===== config.mk =====
export PLATFORM = sky130hd
export DESIGN_NAME = signed_integer_to_custom_radix_text
export DESIGN_NICKNAME = d
export VERILOG_FILES = /design/src/sirt_pkg.sv /design/src/signed_integer_to_custom_radix_text.sv /design/src/sirt_div.sv /design/src/sirt_seq.sv /design/src/sirt_dp.sv
export SDC_FILE = /design/constraint.sdc
export NUM_CORES = 2
export LEC_CHECK = 0
export BUFFER_PORTS_ARGS = -buffer_cell sky130_fd_sc_hd__buf_2
export CORE_ASPECT_RATIO = 1.4
export CORE_UTILIZATION = 42
export DETAILED_ROUTE_END_ITERATION = 16
export PLACE_DENSITY = 0.64
export SLEW_MARGIN = 5
export SYNTH_ARGS = -nofsm -noshare
export SYNTH_HDL_FRONTEND = slang
export SYNTH_SLANG_ARGS = --single-unit

===== constraint.sdc =====
create_clock -name clk -period 7.3 [get_ports clk]
set_input_delay 1.46 -clock clk [delete_from_list [all_inputs] [get_ports clk]]
set_output_delay 1.46 -clock clk [all_outputs]
set_load 0.02 [all_outputs]

===== src/sirt_pkg.sv =====
// Shared constants, control word types and the microcode ROM for the radix text converter.
package sirt_pkg;

    localparam int MAX_SYMBOLS = 64;
    localparam int DIGIT_SLOTS = 32;
    localparam int SYM_IDX_W   = $clog2(MAX_SYMBOLS);
    localparam int DIG_IDX_W   = $clog2(DIGIT_SLOTS);
    localparam int DIG_CNT_W   = $clog2(DIGIT_SLOTS + 1);
    localparam int COUNT_W     = 7;
    localparam int CHAR_W      = 8;
    localparam int VALUE_W     = 32;
    localparam int DIGIT_W     = 6;
    localparam int REM_W       = DIGIT_W + 1;
    localparam int DIV_BITS    = 4;
    localparam int DIV_ITERS   = VALUE_W / DIV_BITS;
    localparam int DIV_CNT_W   = $clog2(DIV_ITERS);
    localparam int CHAR_CODES  = 2 ** CHAR_W;

    localparam logic [CHAR_W-1:0] SYM_NUL   = 8'h00;
    localparam logic [CHAR_W-1:0] SYM_PLUS  = 8'h2B;
    localparam logic [CHAR_W-1:0] SYM_MINUS = 8'h2D;

    localparam logic CMD_LOAD    = 1'b0;
    localparam logic CMD_CONVERT = 1'b1;

    typedef enum logic [3:0] {
        S_IDLE,
        S_CHK_INIT,
        S_CHK_RD,
        S_CHK_TEST,
        S_CHK_NEXT,
        S_DIV_START,
        S_DIV_WAIT,
        S_DIV_STORE,
        S_SIGN_CHK,
        S_SIGN_EMIT,
        S_BUF_RD,
        S_SYM_RD,
        S_DIG_EMIT,
        S_DIG_NEXT,
        S_DONE
    } step_t;

    typedef enum logic [3:0] {
        C_NEVER,
        C_ALWAYS,
        C_NO_CONVERT,
        C_RADIX_BAD,
        C_SYM_BAD,
        C_IDX_MORE,
        C_DIV_BUSY,
        C_QUOT_NZ,
        C_POS,
        C_OUT_BUSY,
        C_CNT_NZ
    } cond_t;

    typedef struct packed {
        logic  in_open;
        logic  chk_clr;
        logic  chk_rd;
        logic  chk_mark;
        logic  div_start;
        logic  dig_store;
        logic  emit_sign;
        logic  buf_rd;
        logic  sym_rd;
        logic  emit_digit;
        cond_t cond;
        step_t target;
    } ctl_t;

    typedef struct packed {
        logic no_convert;
        logic radix_bad;
        logic sym_bad;
        logic idx_more;
        logic div_busy;
        logic quot_nz;
        logic pos;
        logic out_busy;
        logic cnt_nz;
    } stat_t;

    // One control word per step; a hit on cond jumps to target, else fall through.
    function automatic ctl_t ucode_rom(input step_t addr);
        ctl_t w;
        begin
            w        = '0;
            w.cond   = C_NEVER;
            w.target = S_IDLE;
            case (addr)
                S_IDLE:
                begin
                    w.in_open = 1'b1;
                    w.cond    = C_NO_CONVERT;
                    w.target  = S_IDLE;
                end
                S_CHK_INIT:
                begin
                    w.chk_clr = 1'b1;
                    w.cond    = C_RADIX_BAD;
                    w.target  = S_IDLE;
                end
                S_CHK_RD:
                begin
                    w.chk_rd = 1'b1;
                end
                S_CHK_TEST:
                begin
                    w.chk_mark = 1'b1;
                    w.cond     = C_SYM_BAD;
                    w.target   = S_IDLE;
                end
                S_CHK_NEXT:
                begin
                    w.cond   = C_IDX_MORE;
                    w.target = S_CHK_RD;
                end
                S_DIV_START:
                begin
                    w.div_start = 1'b1;
                end
                S_DIV_WAIT:
                begin
                    w.cond   = C_DIV_BUSY;
                    w.target = S_DIV_WAIT;
                end
                S_DIV_STORE:
                begin
                    w.dig_store = 1'b1;
                    w.cond      = C_QUOT_NZ;
                    w.target    = S_DIV_START;
                end
                S_SIGN_CHK:
                begin
                    w.cond   = C_POS;
                    w.target = S_BUF_RD;
                end
                S_SIGN_EMIT:
                begin
                    w.emit_sign = 1'b1;
                    w.cond      = C_OUT_BUSY;
                    w.target    = S_SIGN_EMIT;
                end
                S_BUF_RD:
                begin
                    w.buf_rd = 1'b1;
                end
                S_SYM_RD:
                begin
                    w.sym_rd = 1'b1;
                end
                S_DIG_EMIT:
                begin
                    w.emit_digit = 1'b1;
                    w.cond       = C_OUT_BUSY;
                    w.target     = S_DIG_EMIT;
                end
                S_DIG_NEXT:
                begin
                    w.cond   = C_CNT_NZ;
                    w.target = S_BUF_RD;
                end
                S_DONE:
                begin
                    w.cond   = C_ALWAYS;
                    w.target = S_IDLE;
                end
                default:
                begin
                    w.cond   = C_ALWAYS;
                    w.target = S_IDLE;
                end
            endcase
            return w;
        end
    endfunction

endpackage


===== src/signed_integer_to_custom_radix_text.sv =====
// Top level of the signed integer to loadable-radix text converter.
//
//  channel | signals                                        | handshake
//  --------+------------------------------------------------+---------------------------
//  input   | command, symbol_index, symbol_code, value      | in_valid / in_stall
//  output  | out_char, last                                 | out_valid / out_stall
//  config  | cfg_data (symbol_count, the radix)             | cfg_valid / cfg_ready
//
// A load beat writes one alphabet entry. A convert beat runs the microcode:
// an alphabet check, then per digit a division (start, a divider pass that
// retires four quotient bits per cycle, a wait step to see it idle, store),
// then a minus sign for a negative value and the digits, each read back and
// emitted; the output can stall the emit steps. The alphabet check reads the
// symbols in turn through its read, test and next steps and drops the beat
// early on a bad radix or symbol.
// Reset clears the radix, the step counter and the output valid; the
// alphabet is undefined until loaded. in_stall stays high after the last
// character enters the output register until the program steps back to
// idle; the output register holds the character while out_stall is high.
module signed_integer_to_custom_radix_text
    import sirt_pkg::*;
(
    input  logic                      clk,
    input  logic                      rst_n,
    input  logic                      in_valid,
    output logic                      in_stall,
    input  logic                      command,
    input  logic [5:0]                symbol_index,
    input  logic [7:0]                symbol_code,
    input  logic signed [31:0]        value,
    output logic                      out_valid,
    input  logic                      out_stall,
    output logic [7:0]                out_char,
    output logic                      last,
    input  logic                      cfg_valid,
    output logic                      cfg_ready,
    input  logic [6:0]                cfg_data
);

    ctl_t  ctl;
    stat_t stat;

    sirt_seq u_seq (
        .clk   (clk),
        .rst_n (rst_n),
        .stat  (stat),
        .ctl   (ctl)
    );

    sirt_dp u_dp (
        .clk          (clk),
        .rst_n        (rst_n),
        .ctl          (ctl),
        .stat         (stat),
        .in_valid     (in_valid),
        .command      (command),
        .symbol_index (symbol_index),
        .symbol_code  (symbol_code),
        .value        (value),
        .cfg_valid    (cfg_valid),
        .cfg_data     (cfg_data),
        .out_stall    (out_stall),
        .out_valid    (out_valid),
        .out_char     (out_char),
        .last         (last)
    );

    // Accept input beats only on the idle step of the program.
    assign in_stall  = !ctl.in_open;
    // The radix register takes a write in any cycle.
    assign cfg_ready = 1'b1;

endmodule


===== src/sirt_div.sv =====
// Iterative unsigned divider: 32-bit dividend by the radix, four quotient bits per cycle.
module sirt_div
    import sirt_pkg::*;
(
    input  logic                 clk,
    input  logic                 rst_n,
    input  logic                 start,
    input  logic [VALUE_W-1:0]   dividend,
    input  logic [COUNT_W-1:0]   divisor,
    output logic                 busy,
    output logic [VALUE_W-1:0]   quotient,
    output logic [DIGIT_W-1:0]   remainder
);

    logic                 busy_reg;
    logic [DIV_CNT_W-1:0] iter_reg;
    logic [VALUE_W-1:0]   quo_reg;
    logic [VALUE_W-1:0]   quo_next;
    logic [REM_W-1:0]     rem_reg;
    logic [REM_W-1:0]     rem_next;

    // Restoring steps; the partial remainder stays below twice the divisor.
    always_comb
    begin
        rem_next = rem_reg;
        quo_next = quo_reg;
        for (int i = 0; i < DIV_BITS; i++)
        begin
            rem_next = {rem_next[REM_W-2:0], quo_next[VALUE_W-1]};
            quo_next = {quo_next[VALUE_W-2:0], 1'b0};
            if (rem_next >= divisor)
            begin
                rem_next    = rem_next - divisor;
                quo_next[0] = 1'b1;
            end
        end
    end

    always_ff @(posedge clk or negedge rst_n)
    begin
        if (!rst_n)
        begin
            busy_reg <= 1'b0;
            iter_reg <= '0;
        end
        else if (start)
        begin
            busy_reg <= 1'b1;
            iter_reg <= '0;
        end
        else if (busy_reg)
        begin
            iter_reg <= iter_reg + 1'b1;
            if (iter_reg == DIV_CNT_W'(DIV_ITERS - 1))
            begin
                busy_reg <= 1'b0;
            end
        end
    end

    always_ff @(posedge clk)
    begin
        if (start)
        begin
            quo_reg <= dividend;
            rem_reg <= '0;
        end
        else if (busy_reg)
        begin
            quo_reg <= quo_next;
            rem_reg <= rem_next;
        end
    end

    assign busy      = busy_reg;
    assign quotient  = quo_reg;
    assign remainder = rem_reg[DIGIT_W-1:0];

endmodule


===== src/sirt_seq.sv =====
// Microcode sequencer: step counter, ROM lookup and conditional jump.
module sirt_seq
    import sirt_pkg::*;
(
    input  logic  clk,
    input  logic  rst_n,
    input  stat_t stat,
    output ctl_t  ctl
);

    step_t upc_reg;
    step_t upc_next;
    ctl_t  word;
    logic  hit;

    assign word = ucode_rom(upc_reg);

    always_comb
    begin
        case (word.cond)
            C_NEVER:      hit = 1'b0;
            C_ALWAYS:     hit = 1'b1;
            C_NO_CONVERT: hit = stat.no_convert;
            C_RADIX_BAD:  hit = stat.radix_bad;
            C_SYM_BAD:    hit = stat.sym_bad;
            C_IDX_MORE:   hit = stat.idx_more;
            C_DIV_BUSY:   hit = stat.div_busy;
            C_QUOT_NZ:    hit = stat.quot_nz;
            C_POS:        hit = stat.pos;
            C_OUT_BUSY:   hit = stat.out_busy;
            C_CNT_NZ:     hit = stat.cnt_nz;
            default:      hit = 1'b1;
        endcase
    end

    always_comb
    begin
        if (hit)
        begin
            upc_next = word.target;
        end
        else
        begin
            upc_next = step_t'(upc_reg + 1'b1);
        end
    end

    always_ff @(posedge clk or negedge rst_n)
    begin
        if (!rst_n)
        begin
            upc_reg <= S_IDLE;
        end
        else
        begin
            upc_reg <= upc_next;
        end
    end

    assign ctl = word;

endmodule


===== src/sirt_dp.sv =====
// Datapath: alphabet and digit memories, check and digit counters, divider, output register.
module sirt_dp
    import sirt_pkg::*;
(
    input  logic                clk,
    input  logic                rst_n,
    input  ctl_t                ctl,
    output stat_t               stat,
    input  logic                in_valid,
    input  logic                command,
    input  logic [SYM_IDX_W-1:0] symbol_index,
    input  logic [CHAR_W-1:0]   symbol_code,
    input  logic signed [VALUE_W-1:0] value,
    input  logic                cfg_valid,
    input  logic [COUNT_W-1:0]  cfg_data,
    input  logic                out_stall,
    output logic                out_valid,
    output logic [CHAR_W-1:0]   out_char,
    output logic                last
);

    logic [CHAR_W-1:0]    alpha_mem [MAX_SYMBOLS];
    logic [DIGIT_W-1:0]   buf_mem [DIGIT_SLOTS];

    logic [COUNT_W-1:0]   count_reg;
    logic [COUNT_W-1:0]   idx_reg;
    logic [DIG_CNT_W-1:0] cnt_reg;
    logic [DIG_CNT_W-1:0] cnt_dec;
    logic [CHAR_CODES-1:0] seen_reg;
    logic [VALUE_W-1:0]   mag_reg;
    logic [VALUE_W-1:0]   mag_in;
    logic                 neg_reg;
    logic [CHAR_W-1:0]    rd_reg;
    logic [SYM_IDX_W-1:0] rd_addr;
    logic [DIGIT_W-1:0]   dig_reg;

    logic                 out_valid_reg;
    logic [CHAR_W-1:0]    out_char_reg;
    logic                 last_reg;
    logic                 out_free;
    logic                 load_out;

    logic                 accept;
    logic                 div_busy;
    logic [VALUE_W-1:0]   div_quo;
    logic [DIGIT_W-1:0]   div_rem;

    assign accept  = ctl.in_open && in_valid;
    assign mag_in  = value[VALUE_W-1] ? (~value + 1'b1) : value;
    assign cnt_dec = cnt_reg - 1'b1;
    assign rd_addr = ctl.sym_rd ? dig_reg[SYM_IDX_W-1:0] : idx_reg[SYM_IDX_W-1:0];

    sirt_div u_div (
        .clk       (clk),
        .rst_n     (rst_n),
        .start     (ctl.div_start),
        .dividend  (mag_reg),
        .divisor   (count_reg),
        .busy      (div_busy),
        .quotient  (div_quo),
        .remainder (div_rem)
    );

    // Radix register.
    always_ff @(posedge clk or negedge rst_n)
    begin
        if (!rst_n)
        begin
            count_reg <= '0;
        end
        else if (cfg_valid)
        begin
            count_reg <= cfg_data;
        end
    end

    // Alphabet memory: load beats write, check and emit steps read.
    always_ff @(posedge clk)
    begin
        if (accept && command == CMD_LOAD)
        begin
            alpha_mem[symbol_index] <= symbol_code;
        end
        if (ctl.chk_rd || ctl.sym_rd)
        begin
            rd_reg <= alpha_mem[rd_addr];
        end
    end

    // Digit memory, least significant digit first.
    always_ff @(posedge clk)
    begin
        if (ctl.dig_store)
        begin
            buf_mem[cnt_reg[DIG_IDX_W-1:0]] <= div_rem;
        end
        if (ctl.buf_rd)
        begin
            dig_reg <= buf_mem[cnt_dec[DIG_IDX_W-1:0]];
        end
    end

    // Magnitude and sign of the value under conversion.
    always_ff @(posedge clk)
    begin
        if (accept && command == CMD_CONVERT)
        begin
            mag_reg <= mag_in;
            neg_reg <= value[VALUE_W-1];
        end
        else if (ctl.dig_store)
        begin
            mag_reg <= div_quo;
        end
    end

    always_ff @(posedge clk or negedge rst_n)
    begin
        if (!rst_n)
        begin
            idx_reg  <= '0;
            cnt_reg  <= '0;
            seen_reg <= '0;
        end
        else
        begin
            if (ctl.chk_clr)
            begin
                idx_reg  <= '0;
                cnt_reg  <= '0;
                seen_reg <= '0;
            end
            else
            begin
                if (ctl.chk_mark)
                begin
                    idx_reg          <= idx_reg + 1'b1;
                    seen_reg[rd_reg] <= 1'b1;
                end
                if (ctl.dig_store)
                begin
                    cnt_reg <= cnt_reg + 1'b1;
                end
                else if (ctl.buf_rd)
                begin
                    cnt_reg <= cnt_dec;
                end
            end
        end
    end

    // Output register: hold while stalled, take a new beat when it drains.
    assign out_free = !out_valid_reg || !out_stall;
    assign load_out = (ctl.emit_sign || ctl.emit_digit) && out_free;

    always_ff @(posedge clk or negedge rst_n)
    begin
        if (!rst_n)
        begin
            out_valid_reg <= 1'b0;
        end
        else if (load_out)
        begin
            out_valid_reg <= 1'b1;
        end
        else if (!out_stall)
        begin
            out_valid_reg <= 1'b0;
        end
    end

    always_ff @(posedge clk)
    begin
        if (load_out)
        begin
            out_char_reg <= ctl.emit_sign ? SYM_MINUS : rd_reg;
            last_reg     <= ctl.emit_digit && (cnt_reg == '0);
        end
    end

    assign stat.no_convert = !(accept && command == CMD_CONVERT);
    assign stat.radix_bad  = (count_reg < COUNT_W'(2)) || (32'(count_reg) > MAX_SYMBOLS);
    assign stat.sym_bad    = (rd_reg == SYM_NUL) || (rd_reg == SYM_PLUS)
                             || (rd_reg == SYM_MINUS) || seen_reg[rd_reg];
    assign stat.idx_more   = idx_reg < count_reg;
    assign stat.div_busy   = div_busy;
    assign stat.quot_nz    = div_quo != '0;
    assign stat.pos        = !neg_reg;
    assign stat.out_busy   = !out_free;
    assign stat.cnt_nz     = cnt_reg != '0;

    assign out_valid = out_valid_reg;
    assign out_char  = out_char_reg;
    assign last      = last_reg;

endmodule


==> results.toml <==
[run_status]
status = "finished, final reports clean"

[logic_synthesis]
synth_nets = 3248
ys_warn_count = 0
synth-simple-area-share = 0.0770
synth_area_um2 = 46500
synth_area_leaders = "edfxtp_1, dfrtp_1, mux4_2, nor2_1, mux2i_1"
synth_common_cells = "edfxtp_1, nor2_1, dfrtp_1"
ys_ff_latch = 1081
yosysMostFrequentCell = "edfxtp_1"
synthDistinctLibCells = 77
synth_compound_area_frac = 0.0630
synth_adder_area_share = 0.0144
synth_xor_area_frac = 0.00979
syn_area_per_cell_um2 = 14.8
synth_top_family_by_area = "multiplexers"
synthMuxAreaShare = 0.150
seq_area_frac_synth = 0.666
synth_edf_count = 792
synthCells = 3138
yosysTopAreaCellShare = 0.511
synth_top_flop_cell = "edfxtp_1"
yosysTopAreaCell = "edfxtp_1"
ys_async_sr_fraction = 0.262

[floorplan]
dieWidth_um = 283
num_rows = 144
design.portCount = 71
core_um2 = 110000
die_y_um = 396
dieArea_um2 = 112000
start_util = 0.423

[worst_hold_path]
whs_path_depth = 2
hp-class = "flip-flop to flip-flop"
holdCritStartpoint = "u_dp.seen_reg[22]"
holdPathEnd = "u_dp.seen_reg[22]"

[finish]
utilization = 0.477
instances_no_fill = 4750
largest_reg_flops = 512
final.fill_count = 9477
drive_gt1_frac = 0.196
final_cell_area_um2 = 52500
syn_to_final_growth_pct = 12.8
final_nets = 3314

[clock_network]
postCtsHoldBufs = 0
cts-root-buf = "clkbuf_16"
clock-sinks = 1081
clkTransAtPathRegs_ns = 0.06
cts_inserted_buffers = 104
clk_latency_ns = 0.71
clockBufferDepth = 3
tritoncts = "done"
htree_levels = 3

[run]
maxCapViolCount = 0

[drt]
dr_wl_met2_um = 57500
drcViolationCount = 0
routedWlPerCell_um = 23.5
met3_length_um = 6370
met1Wirelength_um = 44700
via_per_inst = 5.64
top_layer = "met4"
dr.pass1.iters = 6
drt-initial-drc-count = 2412
num_vias = 26801
wirelength_um = 111000
drtAntennaViolNets = 0

[sta]
final_hold_viol_count = 0
maxSlewViolCount = 0
rsz0062_at_grt = "false"
period_minus_slack_ns = 6.91
tightest_slew_ns = 1.28
finalCritPeriodShare = 0.946
fin_skew_ns = 0.0356
relSlewSlack = 0.149
max_clock_freq_ghz = 0.145
setup_violations = 0

[placement]
placed_area_um2 = 48800
io_buffer_count = 69
dp.cells = 4555
dp.final_hpwl_um = 69200
gp_congestion = 0.838

[power_and_ir_drop]
max-vdd-ir-drop_mv = 0.387
cellPowerDensity_nw_per_um2 = 394
p_leak_uw = 0.0199

[setup_path]
reg2reg_from = "u_dp.u_div.quotient[31]"
critPathKind = "flip-flop to flip-flop"
reg2reg_depth = 35
worstPathArrival_ns = 7.52
start_kind = "flip-flop"
critPathMaxStageDelay_ns = 0.42
reg2reg_setup_slack_ns = 0.39
critPathCaptureType = "flip-flop"
crit_required_ns = 7.91
crit_slowest_cell = "edfxtp_1"
rr_endpoint = "u_dp.u_div.rem_reg[0]"
cp_max_fo = 4

[grt]
grtUsageTotal = 0.200
antenna_found_initial = 2
grt.overflow.total = 0
grt_pass1_wl_um = 171000
grt_pass1_vias = 27326
grt_start_max_net_pins = 255
[per-stage QoR]
stage | hold WS, ns | total power, µW | worst slack, ns | TNS, ns
floorplan | 0.457 | 12500 | 0.0183 | 0
global placement | 0.470 | 14900 | -0.155 | -0.767
detailed placement | 0.479 | 15000 | -0.165 | -0.764
CTS | 0.493 | 20600 | 0.0423 | 0
global route | 0.506 | 21700 | 0.0117 | 0
finish | 0.487 | 20600 | 0.391 | 0
[cells by family (layout without fill, tap and decap cells)]
family,after synthesis,in the layout
flops,1081,1081
xor+xnor,52,52
mux,399,399
buf+inv,236,386
simple gates,820,820
compound gates,498,498
other cells,1,3
fa+ha+maj,51,51
[per-layer routing]
| metal | vias up | global-route usage |
|---|---|---|
| li1 | 12043 | - |
| met1 | 13757 | 0.257 |
| met2 | 811 | 0.348 |
| met3 | 190 | 0.0297 |
| met4 | 0 | 0.0593 |
| met5 | - | 0 |
[power breakdown]
group	total (µW)	internal (µW)	switching, µW
combinational	7780	3410	4370
sequential	7360	7120	242
clock	5500	3170	2330
total	20600	13700	6940
[cell usage in the layout (no fill, tap or decap), types with 25 or more instances in the layout]
| cell type | n |
|---|---|
| edfxtp_1 | 792 |
| mux2i_1 | 139 |
| nor2_1 | 426 |
| clkbuf_16 | 106 |
| buf_2 | 68 |
| mux4_2 | 236 |
| dfrtp_1 | 282 |
| ha_1 | 44 |
| nand2_1 | 196 |
| nand3_1 | 28 |
| inv_1 | 39 |
| o21ai_0 | 65 |
| a21oi_1 | 279 |
| buf_4 | 82 |
| a22oi_1 | 25 |
| xor2_1 | 37 |
[worst max-delay path: cells and delay by family (launching register included)]
family / cells / cell delay [ns]
AOI/OAI and AO/OA: 20 / 3.81
adders and majority gates: 4 / 0.99
buffers and inverters: 6 / 0.67
and+or+nand+nor: 4 / 0.59
DFF: 1 / 0.42
muxes: 1 / 0.35
[worst max path at each step]
stage | to | start | slack [ns] | depth (start not counted)
global route | u_dp.u_div.rem_reg[2] | u_dp.u_div.quotient[31] | 0.01 | 36
CTS | u_dp.u_div.rem_reg[5] | u_dp.u_div.quotient[31] | 0.04 | 35
detailed placement | u_dp.u_div.rem_reg[5] | u_dp.u_div.quotient[31] | -0.17 | 35
floorplan | u_dp.u_div.rem_reg[0] | u_dp.u_div.rem_reg[5] | 0.02 | 33
global placement | u_dp.u_div.rem_reg[2] | u_dp.u_div.quotient[31] | -0.16 | 36
finish | u_dp.u_div.rem_reg[0] | u_dp.u_div.quotient[31] | 0.39 | 35
[layout make-up]
| type | instances | area, µm² | share of cell area |
|---|---|---|---|
| Antenna cell | 2 | 5.00 | 0.0000954 |
| Clock buffer | 138 | 2880 | 0.0550 |
| Clock inverter | 52 | 596 | 0.0114 |
| Inverter | 41 | 154 | 0.00293 |
| Multi-Input combinational cell | 1821 | 15000 | 0.285 |
| Sequential cell | 1081 | 31000 | 0.591 |
| Tap cell | 1460 | 1830 | 0.0348 |
| Timing Repair Buffer | 155 | 1050 | 0.0200 |
[repair_timing]
item | in CTS | in global routing
buffers inserted | 0 | 3
resized for setup | 10 | 27
pin swaps | 0 | 10
endpoints found under the setup margin | 7 | 7
Power figures use the tool's default switching activity.
